==> config.mk <==
export PLATFORM = sky130hd
export DESIGN_NAME = tile_neighbour_generator_top_flat
export DESIGN_NICKNAME = d
export VERILOG_FILES = /design/src/sv/tng_pkg.sv /design/src/sv/tng_ifs.sv /design/src/sv/tng_front.sv /design/src/sv/tng_queue.sv /design/src/sv/tng_back.sv /design/src/sv/tile_neighbour_generator_top.sv /design/src/flat_wrapper.sv
export VERILOG_INCLUDE_DIRS = /design/src /design/src/sv
export SDC_FILE = /design/constraint.sdc
export NUM_CORES = 1
export LEC_CHECK = 0
export ABC_CLOCK_PERIOD_IN_PS = 5320
export BUFFER_PORTS_ARGS = -buffer_cell sky130_fd_sc_hd__buf_2
export CAP_MARGIN = 25
export CELL_PAD_IN_SITES_DETAIL_PLACEMENT = 1
export CELL_PAD_IN_SITES_GLOBAL_PLACEMENT = 2
export CORE_ASPECT_RATIO = 2
export CORE_MARGIN = 10
export CORE_UTILIZATION = 41
export DETAILED_ROUTE_END_ITERATION = 10
export HOLD_SLACK_MARGIN = 0.02
export PLACE_DENSITY_LB_ADDON = 0.1
export REMOVE_ABC_BUFFERS = 1
export SETUP_SLACK_MARGIN = 0.05
export SYNTH_ARGS = -nofsm -noshare
export SYNTH_HDL_FRONTEND = slang
export SYNTH_HIERARCHICAL = 1
export SYNTH_SLANG_ARGS = --single-unit
==> constraint.sdc <==
create_clock -name clk -period 5.32 [get_ports clk]
set_input_delay 0.266 -clock clk [delete_from_list [all_inputs] [get_ports clk]]
set_output_delay 0.266 -clock clk [all_outputs]
set_load 0.1 [all_outputs]
==> src/sv/assert_macros.svh <==
// assertion helpers, clocked on clk with the async reset arst_n
`ifndef ASSERT_MACROS_SVH
`define ASSERT_MACROS_SVH

// checked only outside reset
`define ASSERT_AT(lbl, prop, msg) \
	lbl: assert property (@(posedge clk) disable iff (!arst_n) prop) else $error(msg);

// checked at every edge, reset included
`define ASSERT_ALWAYS(lbl, prop, msg) \
	lbl: assert property (@(posedge clk) prop) else $error(msg);

`endif

==> src/sv/tng_pkg.sv <==
package tng_pkg;

	typedef enum logic [1:0] {
		LAYOUT_ORTHO = 2'd0,
		LAYOUT_ISO   = 2'd1,
		LAYOUT_STAG  = 2'd2,
		LAYOUT_HEX   = 2'd3
	} layout_t;

	typedef enum logic [1:0] {
		REG_LAYOUT = 2'd0,
		REG_DIAG   = 2'd1,
		REG_PARITY = 2'd2,
		REG_AXIS   = 2'd3
	} cfg_reg_t;

	localparam int CFG_DATA_W = 2;

	typedef struct packed {
		logic                  we;
		cfg_reg_t              index;
		logic [CFG_DATA_W-1:0] data;
	} cfg_wr_t;

	typedef struct packed {
		logic full;
		logic valid;
	} q_status_t;

	// offset set codes
	localparam logic [2:0] ROW_ORTHO      = 3'd0;
	localparam logic [2:0] ROW_ISO        = 3'd1;
	localparam logic [2:0] ROW_STAG_EVEN  = 3'd2;
	localparam logic [2:0] ROW_STAG_ODD   = 3'd3;
	localparam logic [2:0] ROW_HEX_Y_HIT  = 3'd4;
	localparam logic [2:0] ROW_HEX_Y_MISS = 3'd5;
	localparam logic [2:0] ROW_HEX_X_HIT  = 3'd6;
	localparam logic [2:0] ROW_HEX_X_MISS = 3'd7;

	// index of the final neighbour for each count
	localparam logic [2:0] LAST_OF_4 = 3'd3;
	localparam logic [2:0] LAST_OF_6 = 3'd5;
	localparam logic [2:0] LAST_OF_8 = 3'd7;

	localparam int QUEUE_DEPTH = 2;

	// each entry is {dx, dy}, one octal digit each as 3-bit two's complement
	localparam logic [5:0] OFFS_TAB [8][8] = '{
		'{6'o07, 6'o01, 6'o70, 6'o10, 6'o17, 6'o11, 6'o71, 6'o77},
		'{6'o70, 6'o07, 6'o10, 6'o01, 6'o77, 6'o17, 6'o11, 6'o71},
		'{6'o77, 6'o07, 6'o01, 6'o71, 6'o06, 6'o10, 6'o02, 6'o70},
		'{6'o07, 6'o17, 6'o11, 6'o01, 6'o06, 6'o10, 6'o02, 6'o70},
		'{6'o77, 6'o07, 6'o10, 6'o01, 6'o71, 6'o70, 6'o00, 6'o00},
		'{6'o07, 6'o17, 6'o10, 6'o11, 6'o01, 6'o70, 6'o00, 6'o00},
		'{6'o77, 6'o07, 6'o17, 6'o10, 6'o01, 6'o70, 6'o00, 6'o00},
		'{6'o70, 6'o07, 6'o10, 6'o11, 6'o01, 6'o71, 6'o00, 6'o00}
	};

endpackage

==> src/sv/tng_ifs.sv <==
interface tng_in_if #(
	parameter int W = 16
);
	logic                valid;
	logic                ready;
	logic signed [W-1:0] coord_x;
	logic signed [W-1:0] coord_y;

	modport source(output valid, coord_x, coord_y, input ready);
	modport sink(input valid, coord_x, coord_y, output ready);
endinterface

interface tng_out_if #(
	parameter int W = 16
);
	logic              valid;
	logic              ready;
	logic signed [W:0] nbr_x;
	logic signed [W:0] nbr_y;
	logic [2:0]        nbr_index;
	logic              last_one;

	modport source(output valid, nbr_x, nbr_y, nbr_index, last_one, input ready);
	modport sink(input valid, nbr_x, nbr_y, nbr_index, last_one, output ready);
endinterface

==> src/sv/tng_front.sv <==
module tng_front #(
	parameter int W = 16,
	parameter int ENTRY_W = 2 * W + 6
) (
	input  logic               clk,
	input  logic               arst_n,
	input  tng_pkg::cfg_wr_t   cfg,
	tng_in_if.sink             req,
	input  tng_pkg::q_status_t q_stat,
	output logic               push,
	output logic [ENTRY_W-1:0] entry
);
	import tng_pkg::*;

	layout_t layout_q;
	logic    diag_q;
	logic    parity_q;
	logic    axis_q;

	logic       x_hit;
	logic       y_hit;
	logic [2:0] row;
	logic [2:0] last;

	always_ff @(posedge clk or negedge arst_n) begin
		if (!arst_n) begin
			layout_q <= LAYOUT_ORTHO;
			diag_q   <= 1'b0;
			parity_q <= 1'b0;
			axis_q   <= 1'b1;
		end else if (cfg.we) begin
			case (cfg.index)
				REG_LAYOUT: layout_q <= layout_t'(cfg.data);
				REG_DIAG:   diag_q   <= cfg.data[0];
				REG_PARITY: parity_q <= cfg.data[0];
				REG_AXIS:   axis_q   <= cfg.data[0];
				default:    ;
			endcase
		end
	end

	// truncating remainder: negative odd gives -1, which matches neither parity
	assign x_hit = parity_q ? (req.coord_x[0] && !req.coord_x[W-1]) : !req.coord_x[0];
	assign y_hit = parity_q ? (req.coord_y[0] && !req.coord_y[W-1]) : !req.coord_y[0];

	always_comb begin
		case (layout_q)
			LAYOUT_ORTHO: row = ROW_ORTHO;
			LAYOUT_ISO:   row = ROW_ISO;
			LAYOUT_STAG:  row = req.coord_y[0] ? ROW_STAG_ODD : ROW_STAG_EVEN;
			LAYOUT_HEX: begin
				if (axis_q)
					row = y_hit ? ROW_HEX_Y_HIT : ROW_HEX_Y_MISS;
				else
					row = x_hit ? ROW_HEX_X_HIT : ROW_HEX_X_MISS;
			end
			default:      row = ROW_ORTHO;
		endcase
		if (layout_q == LAYOUT_HEX)
			last = LAST_OF_6;
		else
			last = diag_q ? LAST_OF_8 : LAST_OF_4;
	end

	assign req.ready = !q_stat.full;
	assign push      = req.valid && !q_stat.full;
	assign entry     = {req.coord_x, req.coord_y, row, last};

endmodule

==> src/sv/tng_queue.sv <==
`include "assert_macros.svh"

module tng_queue #(
	parameter int ENTRY_W = 38
) (
	input  logic               clk,
	input  logic               arst_n,
	input  logic               push,
	input  logic [ENTRY_W-1:0] wdata,
	input  logic               pop,
	output logic [ENTRY_W-1:0] rdata,
	output tng_pkg::q_status_t stat
);
	import tng_pkg::*;

	localparam int PTR_W = (QUEUE_DEPTH > 1) ? $clog2(QUEUE_DEPTH) : 1;
	localparam int CNT_W = $clog2(QUEUE_DEPTH + 1);

	logic [ENTRY_W-1:0] mem_q [QUEUE_DEPTH];
	logic [PTR_W-1:0]   wptr_q;
	logic [PTR_W-1:0]   rptr_q;
	logic [CNT_W-1:0]   cnt_q;

	always_ff @(posedge clk) begin
		if (push)
			mem_q[wptr_q] <= wdata;
	end

	always_ff @(posedge clk or negedge arst_n) begin
		if (!arst_n) begin
			wptr_q <= '0;
			rptr_q <= '0;
			cnt_q  <= '0;
		end else begin
			if (push)
				wptr_q <= (wptr_q == PTR_W'(QUEUE_DEPTH - 1)) ? '0 : wptr_q + 1'b1;
			if (pop)
				rptr_q <= (rptr_q == PTR_W'(QUEUE_DEPTH - 1)) ? '0 : rptr_q + 1'b1;
			if (push && !pop)
				cnt_q <= cnt_q + 1'b1;
			else if (pop && !push)
				cnt_q <= cnt_q - 1'b1;
		end
	end

	assign rdata      = mem_q[rptr_q];
	assign stat.full  = (cnt_q == CNT_W'(QUEUE_DEPTH));
	assign stat.valid = (cnt_q != '0);

	`ASSERT_AT(a_no_push_when_full, push |-> !stat.full, "word pushed into full queue")
	`ASSERT_AT(a_no_pop_when_empty, pop |-> stat.valid, "word popped from empty queue")
	`ASSERT_AT(a_cnt_bound, cnt_q <= CNT_W'(QUEUE_DEPTH), "queue count past depth")

endmodule

==> src/sv/tng_back.sv <==
`include "assert_macros.svh"

module tng_back #(
	parameter int W = 16,
	parameter int ENTRY_W = 2 * W + 6
) (
	input  logic               clk,
	input  logic               arst_n,
	input  logic [ENTRY_W-1:0] head,
	input  tng_pkg::q_status_t q_stat,
	output logic               pop,
	tng_out_if.source          rsp
);
	import tng_pkg::*;

	logic signed [W-1:0] hx;
	logic signed [W-1:0] hy;
	logic [2:0]          hrow;
	logic [2:0]          hlast;
	logic [5:0]          off;
	logic [W:0]          nx;
	logic [W:0]          ny;
	logic                adv;
	logic                at_last;

	logic [2:0] k_q;
	logic       ovalid_q;
	logic [W:0] nbr_x_q;
	logic [W:0] nbr_y_q;
	logic [2:0] nbr_index_q;
	logic       last_one_q;

	assign hx    = head[ENTRY_W-1 -: W];
	assign hy    = head[ENTRY_W-W-1 -: W];
	assign hrow  = head[5:3];
	assign hlast = head[2:0];

	assign off = OFFS_TAB[hrow][k_q];
	assign nx  = {hx[W-1], hx} + {{(W-2){off[5]}}, off[5:3]};
	assign ny  = {hy[W-1], hy} + {{(W-2){off[2]}}, off[2:0]};

	// one neighbour per cycle whenever the queue holds a tile and the output register is free
	assign adv     = q_stat.valid && (!ovalid_q || rsp.ready);
	assign at_last = (k_q == hlast);
	assign pop     = adv && at_last;

	always_ff @(posedge clk or negedge arst_n) begin
		if (!arst_n) begin
			ovalid_q <= 1'b0;
			k_q      <= '0;
		end else if (adv) begin
			ovalid_q <= 1'b1;
			k_q      <= at_last ? 3'd0 : k_q + 3'd1;
		end else if (rsp.ready) begin
			ovalid_q <= 1'b0;
		end
	end

	always_ff @(posedge clk) begin
		if (adv) begin
			nbr_x_q     <= nx;
			nbr_y_q     <= ny;
			nbr_index_q <= k_q;
			last_one_q  <= at_last;
		end
	end

	assign rsp.valid     = ovalid_q;
	assign rsp.nbr_x     = nbr_x_q;
	assign rsp.nbr_y     = nbr_y_q;
	assign rsp.nbr_index = nbr_index_q;
	assign rsp.last_one  = last_one_q;

	`ASSERT_AT(a_head_held_mid_tile, k_q != 3'd0 |-> q_stat.valid, "queue head lost mid tile")
	`ASSERT_AT(a_k_in_range, q_stat.valid |-> k_q <= hlast, "neighbour count past last")
	`ASSERT_ALWAYS(a_reset_idle, !arst_n |=> !ovalid_q && k_q == 3'd0, "not idle in reset")

endmodule

==> src/sv/tile_neighbour_generator_top.sv <==
// tile neighbour generator
// req carries one tile (coord_x, coord_y); rsp returns its neighbours, one word
// each, with nbr_index counting from 0 and last_one set on the final word.
// cfg_we/cfg_index/cfg_wdata write layout, diagonals, stagger parity and stagger
// axis; write them only while no tile is in flight.
// with the back end idle, a tile taken on req is written into the queue and
// its first neighbour is then loaded into the output reg, which drives rsp.
// throughput: a tile gives 4, 6 or 8 neighbours; while a tile is queued and
// rsp does not stall, the back end's offset counter emits one neighbour per
// cycle and starts the next tile's first neighbour in the cycle after the
// previous tile's last.
// the front end classifies each tile into an offset set and count and pushes
// it into a two-word queue, so req keeps taking tiles while rsp is busy.
// reset: configuration returns to orthogonal, no diagonals, even parity, y axis;
// the queue and the output register come up empty.
// stall: when rsp.ready is low the output register holds its word, the back end
// waits, the queue fills and then req.ready drops until space frees up.
module tile_neighbour_generator_top #(
	parameter int COORD_BITS = 16
) (
	input  logic       clk,
	input  logic       arst_n,
	input  logic       cfg_we,
	input  logic [1:0] cfg_index,
	input  logic [1:0] cfg_wdata,
	tng_in_if.sink     req,
	tng_out_if.source  rsp
);
	import tng_pkg::*;

	localparam int ENTRY_W = 2 * COORD_BITS + 6;

	cfg_wr_t            cfg;
	q_status_t          q_stat;
	logic               push;
	logic               pop;
	logic [ENTRY_W-1:0] entry;
	logic [ENTRY_W-1:0] head;

	assign cfg.we    = cfg_we;
	assign cfg.index = cfg_reg_t'(cfg_index);
	assign cfg.data  = cfg_wdata;

	tng_front #(
		.W       (COORD_BITS),
		.ENTRY_W (ENTRY_W)
	) u_front (
		.clk    (clk),
		.arst_n (arst_n),
		.cfg    (cfg),
		.req    (req),
		.q_stat (q_stat),
		.push   (push),
		.entry  (entry)
	);

	tng_queue #(
		.ENTRY_W (ENTRY_W)
	) u_queue (
		.clk    (clk),
		.arst_n (arst_n),
		.push   (push),
		.wdata  (entry),
		.pop    (pop),
		.rdata  (head),
		.stat   (q_stat)
	);

	tng_back #(
		.W       (COORD_BITS),
		.ENTRY_W (ENTRY_W)
	) u_back (
		.clk    (clk),
		.arst_n (arst_n),
		.head   (head),
		.q_stat (q_stat),
		.pop    (pop),
		.rsp    (rsp)
	);

endmodule

==> src/flat_wrapper.sv <==
// flat-port wrapper written by rule: the top's interface ports become plain ports
module tile_neighbour_generator_top_flat import tng_pkg::*;
#(
	parameter int COORD_BITS = 16
)
  (clk, arst_n, cfg_we, cfg_index, cfg_wdata, req_valid, req_coord_x, req_coord_y, req_ready, rsp_valid, rsp_nbr_x, rsp_nbr_y, rsp_nbr_index, rsp_last_one, rsp_ready);
  tng_in_if #(.W((16))) req_i ();
  tng_out_if #(.W((16))) rsp_i ();
  input  logic clk;
  input  logic arst_n;
  input  logic cfg_we;
  input  logic [1:0] cfg_index;
  input  logic [1:0] cfg_wdata;
  input wire logic [$bits(req_i.valid)-1:0] req_valid;
  input wire logic [$bits(req_i.coord_x)-1:0] req_coord_x;
  input wire logic [$bits(req_i.coord_y)-1:0] req_coord_y;
  output wire logic [$bits(req_i.ready)-1:0] req_ready;
  output wire logic [$bits(rsp_i.valid)-1:0] rsp_valid;
  output wire logic [$bits(rsp_i.nbr_x)-1:0] rsp_nbr_x;
  output wire logic [$bits(rsp_i.nbr_y)-1:0] rsp_nbr_y;
  output wire logic [$bits(rsp_i.nbr_index)-1:0] rsp_nbr_index;
  output wire logic [$bits(rsp_i.last_one)-1:0] rsp_last_one;
  input wire logic [$bits(rsp_i.ready)-1:0] rsp_ready;
  assign req_i.valid = req_valid;
  assign req_i.coord_x = req_coord_x;
  assign req_i.coord_y = req_coord_y;
  assign req_ready = req_i.ready;
  assign rsp_valid = rsp_i.valid;
  assign rsp_nbr_x = rsp_i.nbr_x;
  assign rsp_nbr_y = rsp_i.nbr_y;
  assign rsp_nbr_index = rsp_i.nbr_index;
  assign rsp_last_one = rsp_i.last_one;
  assign rsp_i.ready = rsp_ready;
  tile_neighbour_generator_top #(.COORD_BITS(COORD_BITS)) u_core (.clk(clk), .arst_n(arst_n), .cfg_we(cfg_we), .cfg_index(cfg_index), .cfg_wdata(cfg_wdata), .req(req_i), .rsp(rsp_i));
endmodule
==> reports/metrics.yaml <==
floorplanning:
  die-height_um: 203
  core_mm2: 0.0166
  die_w_um: 112
  die_area_mm2: 0.0227
  initial_core_util_pct: 41.5
  io-pin-count: 81
  num_rows: 67
timing:
  period_share_pct: 82.7
  worstMarginPinSlew_ns: 0.659
  slew_viol_final: 0
  clock_skew_ns: 0.00967
  rsz0062_at_grt: "false"
  max_freq_ghz: 0.227
  tns_ns: 0
  slew_headroom_pct: 56.1
  hold_viol_final: 0
  setup_viol: 0
  fin_crit_ns: 4.40
clock_tree:
  clock_sinks: 127
  clock_latency_ns: 0.41
  cts_resized: 0
  cts_tree: "yes"
  numCtsBuffers: 17
  cts.clk_slew.worst_paths_ns: 0.06
  cts_buffer_depth: 2
  cts_hold_buf: 9
  postCtsSetupBuffers: 0
  cts-htree-levels: 4
  cts_root_buf: "clkbuf_16"
synth:
  yosysSeqAreaShare_pct: 54.5
  async_reset_ff_share_pct: 10.2
  postSynthCellCount: 534
  synth_cell_type_count: 68
  synth_seq_cells: 127
  syn_area_mm2: 0.00688
  yosys-top-cells-area: "edfxtp_1 50%, ha_1 7.6%, mux2_2 4.9%"
  ys_warn_count: 6
  yosys.area.top_type: "edfxtp_1"
  synthFlopType: "edfxtp_1"
  synth_edf_count: 114
  synthTopCellsByCount: "114 x edfxtp_1, 42 x ha_1, 35 x buf_4"
  avgSynthCellArea_um2: 12.9
  synth_most_common_cell: "edfxtp_1"
  synth_top_area_share_pct: 49.7
global_route:
  antenna_found_initial: 0
  first_global_vias: 4552
  grt_pass1_wl_um: 23500
  grt_max_degree: 42
  grt_usage_pct: 12.9
  overflow: 0
outcome:
  status: "finished, final reports clean"
routing:
  ant_nets: 0
  wl_per_cell_um: 17.5
  vias: 4146
  drt_wl_total_um: 14400
  drt-initial-drc-count: 124
  drc: 0
  vias_per_cell: 5.04
  first_pass_iters: 4
min_path:
  worstHoldPathCells: 1
  worst_hold_path_type: "in2reg"
  min_from: "req_coord_y[5]"
  min_to: "u_core/u_queue/mem_q[0][11]"
worst_setup_path:
  r2r_end: "u_core/u_back/rsp.nbr_x[15]"
  crit_fanout: 15
  worst-r2r-setup-slack_ns: 0.92
  worst_setup_path_end_kind: "register"
  r2r-start: "u_core/u_queue/rptr_q"
  r2r_cells: 15
  worst_ep_required_time_ns: 5.48
  cp-start-kind: "register"
  crit_type: "reg2reg"
  crit_arrival_ns: 4.55
final_layout:
  diodes: 0
  nets: 687
  areaGrowthSynthToFinish_pct: 14.8
  post_route_cells_drive_above_1_share_pct: 28.6
placement:
  place_congestion: 0.826
  io_buffer_count: 80
  dpl.hpwl_um: 10200
job:
  cap_violations: 0
routing by layer:
layer	vias to the layer above	GRT usage, %	part of all wire [%]	wire length, um
met2	73	22.6	51	7370
met3	13	2.82	3.2	456
li1	2072	-	-	-
met5	-	0	0	0
met1	1988	14.6	44	6360
met4	0	6.04	1.7	242
cell families (layout without fill, tap and decap cells):
logic type | after synthesis | after routing | share of synthesized area (%)
flip-flops | 127 | 127 | 54.5
buffers and inverters | 71 | 152 | 6.23
multiplexers | 49 | 49 | 8.65
AND/OR/NAND/NOR | 107 | 107 | 8.23
XOR/XNOR | 32 | 32 | 4.07
AO/OA/AOI/OAI | 103 | 103 | 10.1
adder cells (fa/ha/maj) | 44 | 44 | 8.22
other | 1 | 1 | 0.0545
sequential cells by signal, summed over array words and instances (netlist names):
signal	cells
u_core/u_front/diag_q	1
u_core/u_queue/rptr_q	1
u_core/u_back/rsp.valid	1
u_core/u_back/rsp.nbr_x	17
u_core/u_front/axis_q	1
u_core/u_queue/mem_q	76
u_core/u_front/parity_q	1
u_core/u_back/k_q	3
u_core/u_back/rsp.nbr_y	17
u_core/u_front/layout_q	2
u_core/u_back/rsp.last_one	1
u_core/u_back/rsp.nbr_index	3
u_core/u_queue/cnt_q	2
u_core/u_queue/wptr_q	1
worst max path at each step:
stage / start / endpoint / slack, ns
final: u_core/u_queue/rptr_q / u_core/u_back/rsp.nbr_x[15] / 0.92
after global routing: u_core/u_queue/rptr_q / u_core/u_back/rsp.nbr_x[15] / 0.58
after CTS: u_core/u_queue/rptr_q / u_core/u_back/rsp.nbr_x[15] / 0.87
after detailed placement: u_core/u_queue/rptr_q / u_core/u_back/rsp.nbr_x[15] / 0.87
after global placement: u_core/u_queue/rptr_q / u_core/u_back/rsp.nbr_x[15] / 1.02
after floorplan: u_core/u_queue/rptr_q / u_core/u_back/rsp.nbr_x[15] / 0.92
worst max-delay path: stages, from the launching register on:
cell      delay [ns]
dfrtp_2         0.58
mux2_4          0.37
ha_1            0.22
nor2b_1         0.12
a21oi_1         0.07
nor2_1          0.10
a31oi_1         0.05
o31ai_1         0.31
and2_1          0.61
ha_1            0.36
a21o_1          0.18
a21oi_1         0.29
o21ai_0         0.27
a21oi_1         0.29
o221ai_1        0.15
xor2_1          0.16
metrics by stage:
stage	setup WS [ns]	util, %	instances	hold WS, ns	instance area, um2
global route	0.581	47.6	822	0.0260	7900
global placement	1.02	43.7	780	0.185	7250
finish	0.922	47.6	822	0.0439	7900
CTS	0.869	47.5	821	0.0201	7880
floorplan	0.920	-	490	-0.0296	6560
detailed placement	0.874	43.7	780	0.184	7250
placed cells by master (no fill, tap or decap), drive strengths merged, types with 2 or more instances in the layout:
master / synthesis / routed
edfxtp: 114 / 114
buf: 42 / 84
mux2: 44 / 44
ha: 42 / 42
a21oi: 36 / 36
nand2: 31 / 31
inv: 27 / 29
o21ai: 21 / 21
nor2: 20 / 20
clkbuf: 2 / 17
xnor2: 17 / 17
xor2: 15 / 15
nor2b: 12 / 12
dfrtp: 12 / 12
a21o: 10 / 10
dlygate4sd3: 0 / 9
nor3: 8 / 8
and2: 8 / 8
nand3: 7 / 7
clkinv: 0 / 7
a31oi: 6 / 6
clkinvlp: 0 / 5
nand2b: 5 / 5
o21a: 5 / 5
mux2i: 4 / 4
nand4: 4 / 4
o31ai: 4 / 4
a211o: 2 / 2
o2111ai: 2 / 2
a2111o: 2 / 2
or2: 2 / 2
fa: 2 / 2
and3b: 2 / 2
o22ai: 2 / 2
a211oi: 2 / 2
o311ai: 2 / 2
cell type report:
| class | count | area, um2 |
|---|---|---|
| fill | 1737 | 8690 |
| clock inverter | 15 | 120 |
| timing repair buffer | 93 | 533 |
| inverter | 27 | 101 |
| sequential | 127 | 3750 |
| clock buffer | 17 | 425 |
| tap | 207 | 259 |
| multi-input combinational | 336 | 2710 |
Power is not shown: default switching activity piles up to over one toggle a cycle in this logic, so the estimate is an artifact.
